$ cat src/hw/rtl/kip_pkg.sv
// Package with the constants, codes and interface types of the position lookup.
package kip_pkg;

    // Default sizes of the sample tables.
    localparam int PLAYERS_DEF   = 16;
    localparam int SAMPLES_DEF   = 256;
    localparam int NEIGHBORS_DEF = 5;

    // Datapath widths.
    localparam int COORD_W  = 16;
    localparam int DIST_W   = 36;
    localparam int LOG_W    = 22;
    localparam int NEXP_W   = 6;
    localparam int MANT_W   = 32;
    localparam int FRAC_W   = 16;
    localparam int WEXP_W   = 7;
    localparam int WT_W     = 32;
    localparam int POW_W    = 18;
    localparam int GVAL_W   = 17;
    localparam int KEXP_W   = 9;
    localparam int MUL_W    = 33;
    localparam int NUM_W    = 50;
    localparam int DEN_W    = 34;
    localparam int REM_W    = 52;
    localparam int QUO_W    = 17;
    localparam int LOG_STEPS = 16;

    // Distance limits in squared Q8.8 units.
    localparam logic [DIST_W-1:0] FAR_D2      = 36'd65536000000;
    localparam logic [DIST_W-1:0] NEAR_D2_MIN = 36'd7;

    // Configuration reset value.
    localparam logic [WEXP_W-1:0] WEXP_RESET = 7'd16;

    // Item modes.
    localparam logic [1:0] MODE_LOAD     = 2'd0;
    localparam logic [1:0] MODE_WEIGHTED = 2'd1;
    localparam logic [1:0] MODE_NEAREST  = 2'd2;

    // Result status codes.
    localparam logic [1:0] STAT_STORED  = 2'd0;
    localparam logic [1:0] STAT_DROPPED = 2'd1;
    localparam logic [1:0] STAT_ANSWER  = 2'd2;

    // Cubic for 2^x on [0,1] in Q16, highest order first.
    localparam logic [POW_W-1:0] EXP_C3 = 18'd5148;
    localparam logic [POW_W-1:0] EXP_C2 = 18'd14829;
    localparam logic [POW_W-1:0] EXP_C1 = 18'd45559;
    localparam logic [POW_W-1:0] EXP_C0 = 18'd65536;

    // Saturation of the answer.
    localparam logic [QUO_W-1:0] QUO_SAT = 17'd32768;
    localparam logic signed [QUO_W:0] POS_MAX = 18'sd32767;

    // Request to the divider.
    typedef struct packed {
        logic                    start;
        logic signed [NUM_W-1:0] num;
        logic [DEN_W-1:0]        den;
    } div_req_t;

    // Answer of the divider.
    typedef struct packed {
        logic                      done;
        logic signed [COORD_W-1:0] quot;
    } div_rsp_t;

endpackage

$ cat src/hw/rtl/kip_div.sv
// Restoring divider: rounded signed quotient num/den, one quotient bit per cycle.
module kip_div (
    input  logic              clk,
    input  logic              rst_n,
    input  kip_pkg::div_req_t req,
    output kip_pkg::div_rsp_t rsp
);

    logic                       busy_reg, busy_next;
    logic                       done_reg, done_next;
    logic                       neg_reg, neg_next;
    logic [kip_pkg::REM_W-1:0]  rem_reg, rem_next;
    logic [kip_pkg::REM_W-1:0]  dvs_reg, dvs_next;
    logic [kip_pkg::QUO_W-1:0]  quo_reg, quo_next;
    logic [4:0]                 step_reg, step_next;
    logic [kip_pkg::NUM_W-1:0]  mag;
    logic [kip_pkg::QUO_W-1:0]  quo_sat;
    logic signed [kip_pkg::QUO_W:0] quo_signed;

    // Start loads 2*|num|+den over 2*den; each step retires one quotient bit.
    always_comb
    begin
        busy_next = busy_reg;
        done_next = 1'b0;
        neg_next  = neg_reg;
        rem_next  = rem_reg;
        dvs_next  = dvs_reg;
        quo_next  = quo_reg;
        step_next = step_reg;
        mag       = req.num[kip_pkg::NUM_W-1] ? kip_pkg::NUM_W'(-req.num)
                                              : kip_pkg::NUM_W'(req.num);
        if (req.start)
        begin
            busy_next = 1'b1;
            neg_next  = req.num[kip_pkg::NUM_W-1];
            rem_next  = kip_pkg::REM_W'({mag, 1'b0}) + kip_pkg::REM_W'(req.den);
            dvs_next  = kip_pkg::REM_W'({req.den, {kip_pkg::QUO_W{1'b0}}});
            quo_next  = '0;
            step_next = '0;
        end
        else if (busy_reg)
        begin
            if (rem_reg >= dvs_reg)
            begin
                rem_next = rem_reg - dvs_reg;
                quo_next = {quo_reg[kip_pkg::QUO_W-2:0], 1'b1};
            end
            else
            begin
                quo_next = {quo_reg[kip_pkg::QUO_W-2:0], 1'b0};
            end
            dvs_next  = dvs_reg >> 1;
            step_next = step_reg + 5'd1;
            if (step_reg == 5'(kip_pkg::QUO_W - 1))
            begin
                busy_next = 1'b0;
                done_next = 1'b1;
            end
        end
    end

    // Saturate and apply the sign.
    always_comb
    begin
        quo_sat    = (quo_reg > kip_pkg::QUO_SAT) ? kip_pkg::QUO_SAT : quo_reg;
        quo_signed = neg_reg ? -$signed({1'b0, quo_sat}) : $signed({1'b0, quo_sat});
        rsp.done   = done_reg;
        rsp.quot   = (quo_signed > kip_pkg::POS_MAX) ? kip_pkg::COORD_W'(kip_pkg::POS_MAX)
                                                     : quo_signed[kip_pkg::COORD_W-1:0];
    end

    // Control state.
    always_ff @(posedge clk or negedge rst_n)
    begin
        if (!rst_n)
        begin
            busy_reg <= 1'b0;
            done_reg <= 1'b0;
        end
        else
        begin
            busy_reg <= busy_next;
            done_reg <= done_next;
        end
    end

    // Datapath.
    always_ff @(posedge clk)
    begin
        neg_reg  <= neg_next;
        rem_reg  <= rem_next;
        dvs_reg  <= dvs_next;
        quo_reg  <= quo_next;
        step_reg <= step_next;
    end

endmodule

$ cat config.mk
export PLATFORM = sky130hd
export DESIGN_NAME = kip_div
export DESIGN_NICKNAME = d
export VERILOG_FILES = /design/src/hw/rtl/kip_pkg.sv /design/src/hw/rtl/kip_div.sv
export SDC_FILE = /design/constraint.sdc
export NUM_CORES = 1
export LEC_CHECK = 0
export BUFFER_PORTS_ARGS = -buffer_cell sky130_fd_sc_hd__buf_2
export CORE_ASPECT_RATIO = 2
export CORE_MARGIN = 2
export CORE_UTILIZATION = 25
export DETAILED_ROUTE_END_ITERATION = 8
export HOLD_SLACK_MARGIN = 0.03
export SETUP_SLACK_MARGIN = 0.15
export SYNTH_ARGS = -nofsm -noshare
export SYNTH_HDL_FRONTEND = slang
export SYNTH_SLANG_ARGS = --single-unit
$ cat constraint.sdc
create_clock -name clk -period 5.4 [get_ports clk]
set_input_delay 1.62 -clock clk [delete_from_list [all_inputs] [get_ports clk]]
set_output_delay 1.62 -clock clk [all_outputs]
set_load 0.01 [all_outputs]
==> results of run 1 <==
[stage by stage]
step / power [mW] / TNS, ns / cells / cell area [µm²]
after floorplan: 3.96 / 0 / 1438 / 11700
after global placement: 4.95 / -5.86 / 2238 / 13800
after detailed placement: 4.98 / -6.73 / 2238 / 13800
after CTS: 6.24 / 0 / 2270 / 14400
after global routing: 6.74 / 0 / 2274 / 14600
final: 6.25 / 0 / 2274 / 14600
[power by group through the flow]
stage	Combinational [mW]	Clock (mW)	Sequential (mW)
after global routing	3.92	1.28	1.54
after floorplan	2.47	0	1.50
final	3.53	1.21	1.52
after global placement	3.42	0	1.53
after detailed placement	3.44	0	1.54
after CTS	3.48	1.24	1.52
[per-layer routing]
| metal | GRT usage [%] | part of all wire [%] | vias up |
|---|---|---|---|
| met3 | 1.89 | 2.5 | 116 |
| met4 | 12.9 | 7.9 | 0 |
| met5 | 0 | 0 | - |
| met1 | 15.0 | 35 | 5341 |
| li1 | - | - | 5592 |
| met2 | 31.6 | 54 | 301 |
[placed cells by master (no fill, tap or decap), types with 10 or more instances in the layout]
cell type / n
nand2_1: 195
o21ai_0: 128
buf_4: 126
nor2_1: 112
buf_2: 102
a21oi_1: 97
ha_1: 87
edfxtp_1: 87
xnor2_1: 86
inv_1: 81
xor2_1: 58
dfxtp_1: 39
mux2i_1: 38
a21o_1: 33
nand3_1: 31
o31ai_1: 18
a31oi_1: 18
clkbuf_16: 17
nand4_1: 15
o21bai_1: 15
nor3_1: 12
o21ai_1: 11
nor2b_1: 11
and3_1: 11
a211oi_1: 10
o211ai_1: 10
o21a_1: 10
nand2b_1: 10
[path summary, 6_finish.rpt]
check | from | endpoint | slack (ns) | cells after the start
setup / recovery | req[36] | rem_reg[47] | 0.26 | 18
hold / removal | step_reg[4] | done_reg | 0.50 | 2
setup reg to reg | dvs_reg[13] | rem_reg[5] | 1.25 | 12
hold reg to reg | step_reg[4] | done_reg | 0.50 | 2
max in group asynchronous | rst_n | busy_reg | 4.34 | 1
min in group asynchronous | rst_n | done_reg | 0.95 | 1
[worst min-delay path: cells and delay by family (launching register included)]
family / cells / cell delay, ns
flip-flops: 1 / 0.32
AND/OR/NAND/NOR: 2 / 0.15
[final cells by class]
class | count | area [µm²]
fill | 5006 | 31900
multi-input combinational | 1174 | 7960
sequential | 128 | 3450
timing repair buffer | 231 | 1510
tap | 627 | 785
clock buffer | 18 | 429
inverter | 82 | 308
clock inverter | 14 | 165
[what timing repair did]
action | in CTS | in global routing
pin swaps | 0 | 12
setup buffers | 0 | 4
resized for setup | 5 | 39
hold endpoints to repair | 0 | 0
endpoints found under the setup margin | 13 | 33
[cell families (layout without fill, tap and decap cells)]
group	count (synthesis)	in the layout
AOI/OAI and AO/OA	424	424
xor gates and xnor gates	144	144
adders and majority gates	90	90
buffers and inverters	136	345
DFF	128	128
muxes	38	38
and+or+nand+nor	478	478
==> results.md, run 1 <==
* RSZ-0062 raised after global routing: true
* NetSw at 2.66 mW
* Synth cell count leaders: 198 x nand2_1, 134 x o21ai_0, 114 x nor2_1
* Via count at 11,400
* Post-synthesis simple-gate area fraction at 19.5%
* IO Pins at between 100 and 150
* Core area at 46,500 µm²
* Antenna violation net count after detailed routing at 0
* Family with the most delay on the worst path: compound AO/OA/AOI/OAI gates
* Dominant cell type by area after synthesis: edfxtp_1
* IO buf count at between 100 and 150
* Min Tclk post-route at around 5.1 ns
* Largest net degree at the start of global routing at 146
* Adder-Cell Fraction of Synth Area at 9.74%
* Die Ht at 310 µm
* DPL Wire Length at approximately 32 mm
* Clock skew at 0.0133 ns
* Comb pwr share at a little under three fifths
* Switching Share at 42.6%
* XOR/XNOR Fraction of Synth Area at 10.8%
* Worst Path Max Fanout at 6
* Count leader, synth: nand2_1
* Layout area overhead at 24.7%
* Power Density at approximately 430 nW/µm²
* Final setup viols at 0
* Clock-pin slew on the worst setup and hold paths at 0.06 ns
* Synth Flop Type: edfxtp_1
* Max reg flops at 52
* Hold_ws at 0.505 ns
* Peak supply drop at around 0.00020 V
* Startpoint type of the worst setup path: input pin
* Detailed Routing Iterations Pass 1 at 5
* Distinct cells, synth at 84
* Final Util at 31.4%
* CP required at between 5 and 6 ns
* Hold WC Path Type: reg2reg
* Initial DRC Count at 551
* Synth area leaders: edfxtp_1 22%, ha_1 9.4%, dfxtp_1 6.7%
* Main combinational cell family by area after synthesis: compound AO/OA/AOI/OAI gates
* Post-place setup slack at -0.592 ns
* Clock Path Buffers at 2
* Syn. warnings at 0
* Top cell type's share of synthesized area at about 22%
* Compound-cell area share of the yosys netlist at 22.9%
* Register share of total power at 24.3%
* Remaining global-route overflow at 0
* Cell area after synthesis at 11,700 µm²
* Initial Utilization at 25.2%
* CP bufs+invs at 2
* Clock Latency Late Sink at ~0.45 ns
* Final Cycle Share at 95.2%
* Final hold violations at 0
* CP arrival at approximately 5.3 ns
* Status: finished clean
* DR vias/cell at about 5
* Std-Cell Rows at 112
* Clock power frac at 19.3%
* Sequential share of the synthesized area at between 20% and 30%
* Yosys reg bits at 128
* Routed wire per std cell at roughly 17 µm
* Gpl congestion at 0.944
* DRC errors left at 0
* Maxcap violations at 0
* Internal power at 3.59 mW
* Fmax at 195 MHz
* Slew @ Worst Pin at 0.926 ns
* TritonCTS Buffers at 17
* Leakage at 6.35 nW
* Post-synth EDFFs at 87
* First-pass GRT wire length at just over 60 mm
* CTS tree: built
* Nets at 1,811
* Syn Nets at 1,615
* Vias in the first global route at 11,900
* Slew HR at between 30% and 40%
* Critical-path cell list: buf_2 > or4_4 > nor2_4 > nand3_2 > buf_6 > o41ai_4 > xnor2_1 > ha_2 > nand2_1 > o2111ai_2 > a221o_1 > a211o_1 > a211o_1 > nand2_1 > and2b_2 > a21o_1 > nand3_1 > o21ai_1
* Die area at 48,700 µm²
* Initial antenna violation count at 1
* Share of layout cells above drive strength 1 at 19.9%
* Post-Route WL at slightly below 40 mm
* CTS Sinks at 128
* Root buf cell: clkbuf_16
* Tot GR Track Use at between 10% and 20%
* Post-Syn Area per Cell at 8.14 µm²
* Max incr delay on CP at about 0.56 ns
* Fin. max-slew vios at 0
* Final WS setup at around 0.26 ns
* Slowest CP cell: or4_4
* H-Tree Depth at 4
* Crit path capture type: register
* Hold Buf Count CTS at 0
* Post-synthesis mux area share at 3.25%
* CP Class: in2reg
* Ys async rst share at 1.56%
* # diodes at 0
* Gate Count Post-Synth at between 1,000 and 1,500
* Die W at 157 µm
(Power assumes the default switching activity.)
==> run 2: changes to the inputs <==
--- a/config.mk
+++ b/config.mk
@@ -11,6 +11,7 @@
 export CORE_UTILIZATION = 25
 export DETAILED_ROUTE_END_ITERATION = 8
 export HOLD_SLACK_MARGIN = 0.03
+export PLACE_DENSITY = 0.49
 export SETUP_SLACK_MARGIN = 0.15
 export SYNTH_ARGS = -nofsm -noshare
 export SYNTH_HDL_FRONTEND = slang
==> run 2 against run 1 <==
Flip-flop and latch count stayed put. Critical path depth stayed put. Global-route usage is 0.55 points higher. Utilization is 0.37 points higher. Critical path type unchanged.
==> results.md, run 2 (same netlist as run 1, synthesis figures left out) <==
* Crit path capture type: register
* Slew @ Worst Pin at 1.07 ns (+0.148 ns)
* Min Tclk post-route at 5.11 ns (-0.0297 ns)
* TritonCTS Buffers at 17 (unchanged)
* Maxcap violations at 0 (unchanged)
* Std-Cell Rows at 112 (unchanged)
* Core area at 46,500 µm² (unchanged)
* Peak supply drop at 0.000181 V (-11%)
* Max reg flops at 52 (unchanged)
* Die W at 157 µm (unchanged)
* Remaining global-route overflow at 0 (unchanged)
* Initial Utilization at 25.2% (unchanged)
* Slew HR at 28.4% (-9.9 points)
* RSZ-0062 raised after global routing: true
* Crit path from: req[39]
* Slowest CP cell: or4_4
* Startpoint type of the worst setup path: input pin
* Final WS setup at 0.290 ns (+0.0297 ns)
* Share of layout cells above drive strength 1 at 21.4% (+1.5 points)
* Post-Route WL at 40.4 mm (+3.4%)
* CTS Sinks at 128 (unchanged)
* Max incr delay on CP at 0.55 ns (about the same)
* DP Area at 14,000 µm² (+1.5%)
* Status: finished clean
* Final setup viols at 0 (unchanged)
* Critical R2R Launch: dvs_reg[33]
* First-pass GRT wire length at 62.4 mm (+2.4%)
* Layout area overhead at 26.1%
* Tot GR Track Use at 16.8% (+0.55 points)
* Power Density at 421 nW/µm² (-1.7%)
* DRC errors left at 0 (unchanged)
* Root buf cell: clkbuf_16
* Die area at 48,700 µm² (unchanged)
* Final Cycle Share at 94.6% (-0.55 points)
* Most used cell, CP: a211o_1
* Commonest non-fill, non-tap cell in the layout: nand2_1
* Clock Path Buffers at 2 (unchanged)
* Antenna violation net count after detailed routing at 0 (unchanged)
* Routed wire per std cell at 17.5 µm (+1.9%)
* Worst Path Max Fanout at 6 (unchanged)
* Initial DRC Count at 567 (+2.9%)
* Most frequent cells in the layout: 194 x nand2_1, 160 x buf_4, 129 x o21ai_0
* DR vias/cell at 4.88 (-2.2%)
* Vias in the first global route at 11,800 (-1.1%)
* Post-place setup slack at -0.388 ns (+0.204 ns)
* Gpl congestion at 0.904 (-4.2%)
* Clock skew at 0.00723 ns (-0.00605 ns)
* Fin. max-slew vios at 0 (unchanged)
* Clock Latency Late Sink at 0.44 ns (about the same)
* Initial antenna violation count at 0 (-1)
* Nets at 1,844 (+1.8%)
* Die Ht at 310 µm (unchanged)
* DPL Wire Length at 32.9 mm (+4.2%)
* Leakage at 6.46 nW (+1.7%)
* H-Tree Depth at 4 (unchanged)
* Largest net degree at the start of global routing at 89 (-39%)
* Detailed Routing Iterations Pass 1 at 5 (unchanged)
* CP Class: in2reg
* Post-layout instance area at 14,800 µm² (+1.2%)
* Min-delay src: step_reg[4]
* IO Pins at 104 (unchanged)
* Fmax at 196 MHz (+0.58%)
* Via count at 11,300 (-0.75%)
* Hold WC Path Type: reg2reg
* Hold_ws at 0.492 ns (-0.0129 ns)
* Critical-path cell list: buf_2 > or4_4 > nor2_4 > nand3_2 > buf_6 > o41ai_4 > xnor2_1 > ha_2 > nand2_1 > o2111ai_2 > a221o_1 > a211o_1 > a211o_1 > nand2_2 > and2b_2 > a21o_1 > nand3_1 > o21ai_1
* Final hold violations at 0 (unchanged)
* Clock-pin slew on the worst setup and hold paths at 0.06 ns (about the same)
* CP arrival at 5.28 ns (-0.04 ns)
* CP required at 5.57 ns (about the same)
* Final Util at 31.7% (+0.37 points)
* IO buf count at 103 (unchanged)
* # diodes at 0 (unchanged)
* CTS tree: built
## run 2: area by class of cell
type                            instances  area, µm²
Timing Repair Buffer                  264       1730
Multi-Input combinational cell       1174       7930
Fill cell                            5119      31800
Clock buffer                           18        429
Clock inverter                         14        143
Tap cell                              627        785
Inverter                               82        308
Sequential cell                       128       3450
## run 2: final timing paths
| kind | endpoint | slack, ns | depth (start not counted) |
|---|---|---|---|
| max | rem_reg[47] | 0.29 | 18 |
| min | done_reg | 0.49 | 2 |
| max reg2reg | rem_reg[1] | 1.35 | 13 |
| min reg2reg | done_reg | 0.49 | 2 |
| max in group asynchronous | busy_reg | 4.34 | 1 |
| min in group asynchronous | done_reg | 0.95 | 1 |
## run 2: where the power goes
group | leakage, nW | total [mW] | internal (mW) | switching, mW
Sequential | 1.27 | 1.52 | 1.41 | 0.108
Clock | 0.266 | 1.15 | 0.676 | 0.471
Combinational | 4.92 | 3.55 | 1.47 | 2.08
## run 2: metrics by stage
| stage | TNS [ns] | cells | total power [mW] |
|---|---|---|---|
| 2_1_floorplan | 0 | 1438 | 3.96 |
| 3_3_place_gp | -5.35 | 2268 | 5.04 |
| 3_5_place_dp | -5.17 | 2268 | 5.04 |
| 5_1_grt | 0 | 2307 | 6.73 |
| 4_1_cts | 0 | 2300 | 6.24 |
| 6_report | 0 | 2307 | 6.21 |
## run 2: critical path: cells and delay by family
kind            cells  cell delay (ns)
buf+inv             2             0.26
fa+ha+maj           1             0.32
compound gates      7             1.60
simple gates        7             1.28
xor+xnor            1             0.18
## run 2: metal layers
layer | up-vias | track usage, % | wire [µm]
met2 | 224 | 35.5 | 23700
met4 | 0 | 8.73 | 1970
li1 | 5663 | - | -
met1 | 5305 | 15.1 | 13900
met3 | 73 | 1.73 | 821
met5 | - | 0 | 0
## run 2: timing repair
| action | CTS | global route |
|---|---|---|
| setup buffers | 0 | 7 |
| pin swaps | 0 | 4 |
| gates resized for setup | 3 | 34 |
| hold buffers | 0 | 0 |
| setup endpoints to repair | 20 | 34 |
| cloned | 0 | 0 |
==> run 3: changes to the inputs <==
--- a/config.mk
+++ b/config.mk
@@ -10,6 +10,7 @@
 export CORE_MARGIN = 2
 export CORE_UTILIZATION = 25
 export DETAILED_ROUTE_END_ITERATION = 8
+export GPL_TIMING_DRIVEN = 0
 export HOLD_SLACK_MARGIN = 0.03
 export PLACE_DENSITY = 0.49
 export SETUP_SLACK_MARGIN = 0.15
==> run 3 against run 2 <==
Flip-flop and latch count stayed put. Clock power hardly changed. Clock skew is 0.0039 ns higher. Largest cell class unchanged.
==> results.md, run 3 (same netlist as run 1, synthesis figures left out) <==
* Status: finished clean
* Root buf cell: clkbuf_16
* Die area at 48,700 µm² (unchanged)
* Clock Path Buffers at 2 (unchanged)
* RSZ-0062 raised after global routing: true
* Worst Path Max Fanout at 7 (+1)
* Std-Cell Rows at 112 (unchanged)
* Maxcap violations at 0 (unchanged)
* Final Cycle Share at 96.9% (+2.3 points)
* Final WS setup at 0.168 ns (-0.122 ns)
* Max incr delay on CP at 0.56 ns (about the same)
* Fmax at 191 MHz (-2.3%)
* Fill count at 5,104 (-0.29%)
* Die W at 157 µm (unchanged)
* Routed wire per std cell at 19.8 µm (+13%)
* Detailed Routing Iterations Pass 1 at 5 (unchanged)
* Tot GR Track Use at 18.2% (+1.3 points)
* Core area at 46,500 µm² (unchanged)
* Hold Buf Count CTS at 0 (unchanged)
* Commonest non-fill, non-tap cell in the layout: nand2_1
* Startpoint type of the worst setup path: input pin
* Die Ht at 310 µm (unchanged)
* IO Pins at 104 (unchanged)
* Initial Utilization at 25.2% (unchanged)
* Via count at 11,300 (+0.39%)
* Leakage at 6.20 nW (-3.9%)
* Slew @ Worst Pin at 1.20 ns (+0.127 ns)
* Most used cell, CP: nand2_2
* Clock Latency Late Sink at 0.45 ns (about the same)
* Fin. max-slew vios at 0 (unchanged)
* Final setup viols at 0 (unchanged)
* Crit path capture type: register
* Most frequent cells in the layout: 190 x nand2_1, 123 x o21ai_0, 112 x nor2_1
* CTS tree: built
* Hold WC Path Type: reg2reg
* Post-Route WL at 44.3 mm (+9.6%)
* Antenna violation net count after detailed routing at 0 (unchanged)
* Gpl congestion at 0.898 (-0.71%)
* Initial DRC Count at 527 (-7.1%)
* IO buf count at 102 (-0.97%)
* Slowest CP cell: or4_4
* Vias in the first global route at 11,600 (-1.1%)
* Multi-input gate area at 8310 µm² (+4.9%)
* CP required at 5.56 ns (about the same)
* Min Tclk post-route at 5.23 ns (+0.122 ns)
* Final Util at 31.4% (-0.32 points)
* Power Density at 429 nW/µm² (+1.9%)
* H-Tree Depth at 4 (unchanged)
* CP Class: in2reg
* CTS Sinks at 128 (unchanged)
* TritonCTS Buffers at 17 (unchanged)
* CP bufs+invs at 4 (+2)
* Family with the most delay on the worst path: compound AO/OA/AOI/OAI gates
* Largest net degree at the start of global routing at 35 (-61%)
* Initial antenna violation count at 1 (+1)
* CP arrival at 5.40 ns (+0.12 ns)
* DR vias/cell at 5.04 (+3.3%)
* Slew HR at 19.9% (-8.5 points)
* Clock skew at 0.0112 ns (+0.00394 ns)
* Final hold violations at 0 (unchanged)
* Max reg flops at 52 (unchanged)
* Reg area at 3440 µm² (-0.11%)
* Post-place setup slack at -1.49 ns (-1.11 ns)
* Remaining global-route overflow at 0 (unchanged)
* First-pass GRT wire length at 65.8 mm (+5.4%)
* Nets at 1,778 (-3.6%)
* DRC errors left at 0 (unchanged)
* Share of layout cells above drive strength 1 at 18.7% (-2.7 points)
* Peak supply drop at 0.000169 V (-6.4%)
* Clock-pin slew on the worst setup and hold paths at 0.06 ns (about the same)
* DPL Wire Length at 36.0 mm (+9.4%)
* Critical-path cell list: buf_8 > or4_4 > nor2_4 > buf_12 > nand3_4 > buf_6 > or3_4 > nand2_2 > xnor2_2 > ha_4 > buf_4 > a21oi_1 > o21ai_0 > a21oi_2 > o21a_1 > a2bb2oi_2 > o311ai_4 > a21o_4 > nand2_2 > xor2_2 > mux2i_1
* Layout area overhead at 24.9%
## run 3: routing by layer
metal / GRT usage (%) / part of all wire (%) / vias up
li1: - / - / 5551
met1: 15.9 / 33 / 5356
met2: 37.3 / 58 / 297
met3: 2.19 / 2.6 / 105
met4: 12.1 / 6.5 / 0
met5: 0 / 0 / -
## run 3: cell type report
| class | count | area share, % |
|---|---|---|
| inverters | 82 | 2.11 |
| multi-input cells | 1174 | 56.8 |
| repair buffers | 144 | 6.17 |
| plain buffers | 54 | 1.85 |
| flip-flops and latches | 128 | 23.5 |
| clock inverters | 9 | 0.445 |
| clock buffers | 23 | 3.65 |
| diodes | 2 | 0.0342 |
| well taps | 627 | 5.37 |
## run 3: stage by stage
stage	hold slack (ns)	std cells	cell area, µm²	total power [mW]	TNS (ns)
2_1_floorplan	0.462	1438	11700	3.96	0
3_3_place_gp	0.499	2167	13000	4.91	-95.61
3_5_place_dp	0.505	2168	13100	4.93	-41.54
4_1_cts	0.517	2228	14200	6.20	0
5_1_grt	0.542	2241	14600	6.71	0
6_report	0.515	2243	14600	6.27	0
## run 3: path summary, 6_finish.rpt
path                             start           to  slack [ns]  cells past startpoint
min in group asynchronous        rst_n     done_reg        0.95                      1
hold / removal             step_reg[4]  step_reg[4]        0.51                      2
setup reg to reg            rem_reg[0]  rem_reg[19]        0.56                     14
setup / recovery               req[37]  rem_reg[38]        0.17                     21
hold reg to reg            step_reg[4]  step_reg[4]        0.51                      2
max in group asynchronous        rst_n     busy_reg        4.36                      1
## run 3: worst register-to-register path, stage by stage, from the launching register on
cell      delay (ns)
edfxtp_1        0.32
inv_1           0.04
ha_1            0.21
fa_1            0.40
nor2b_1         0.20
nor2_1          0.06
o21ai_0         0.57
a31oi_1         0.36
o21ba_2         0.34
o21ai_0         0.73
o21bai_1        0.16
a21boi_0        0.27
o41ai_2         0.18
nand2_4         0.41
buf_12          0.27
## run 3: power by group
part | switching, mW | leakage [nW] | total, mW | internal (mW)
Clock | 0.476 | 0.303 | 1.17 | 0.698
Sequential | 0.110 | 1.27 | 1.52 | 1.41
Combinational | 2.17 | 4.64 | 3.58 | 1.41
## run 3: what timing repair did
action	in CTS	in global routing
resized for setup	81	70
pin swaps	26	41
buffers inserted	28	13
setup endpoints to repair	77	59
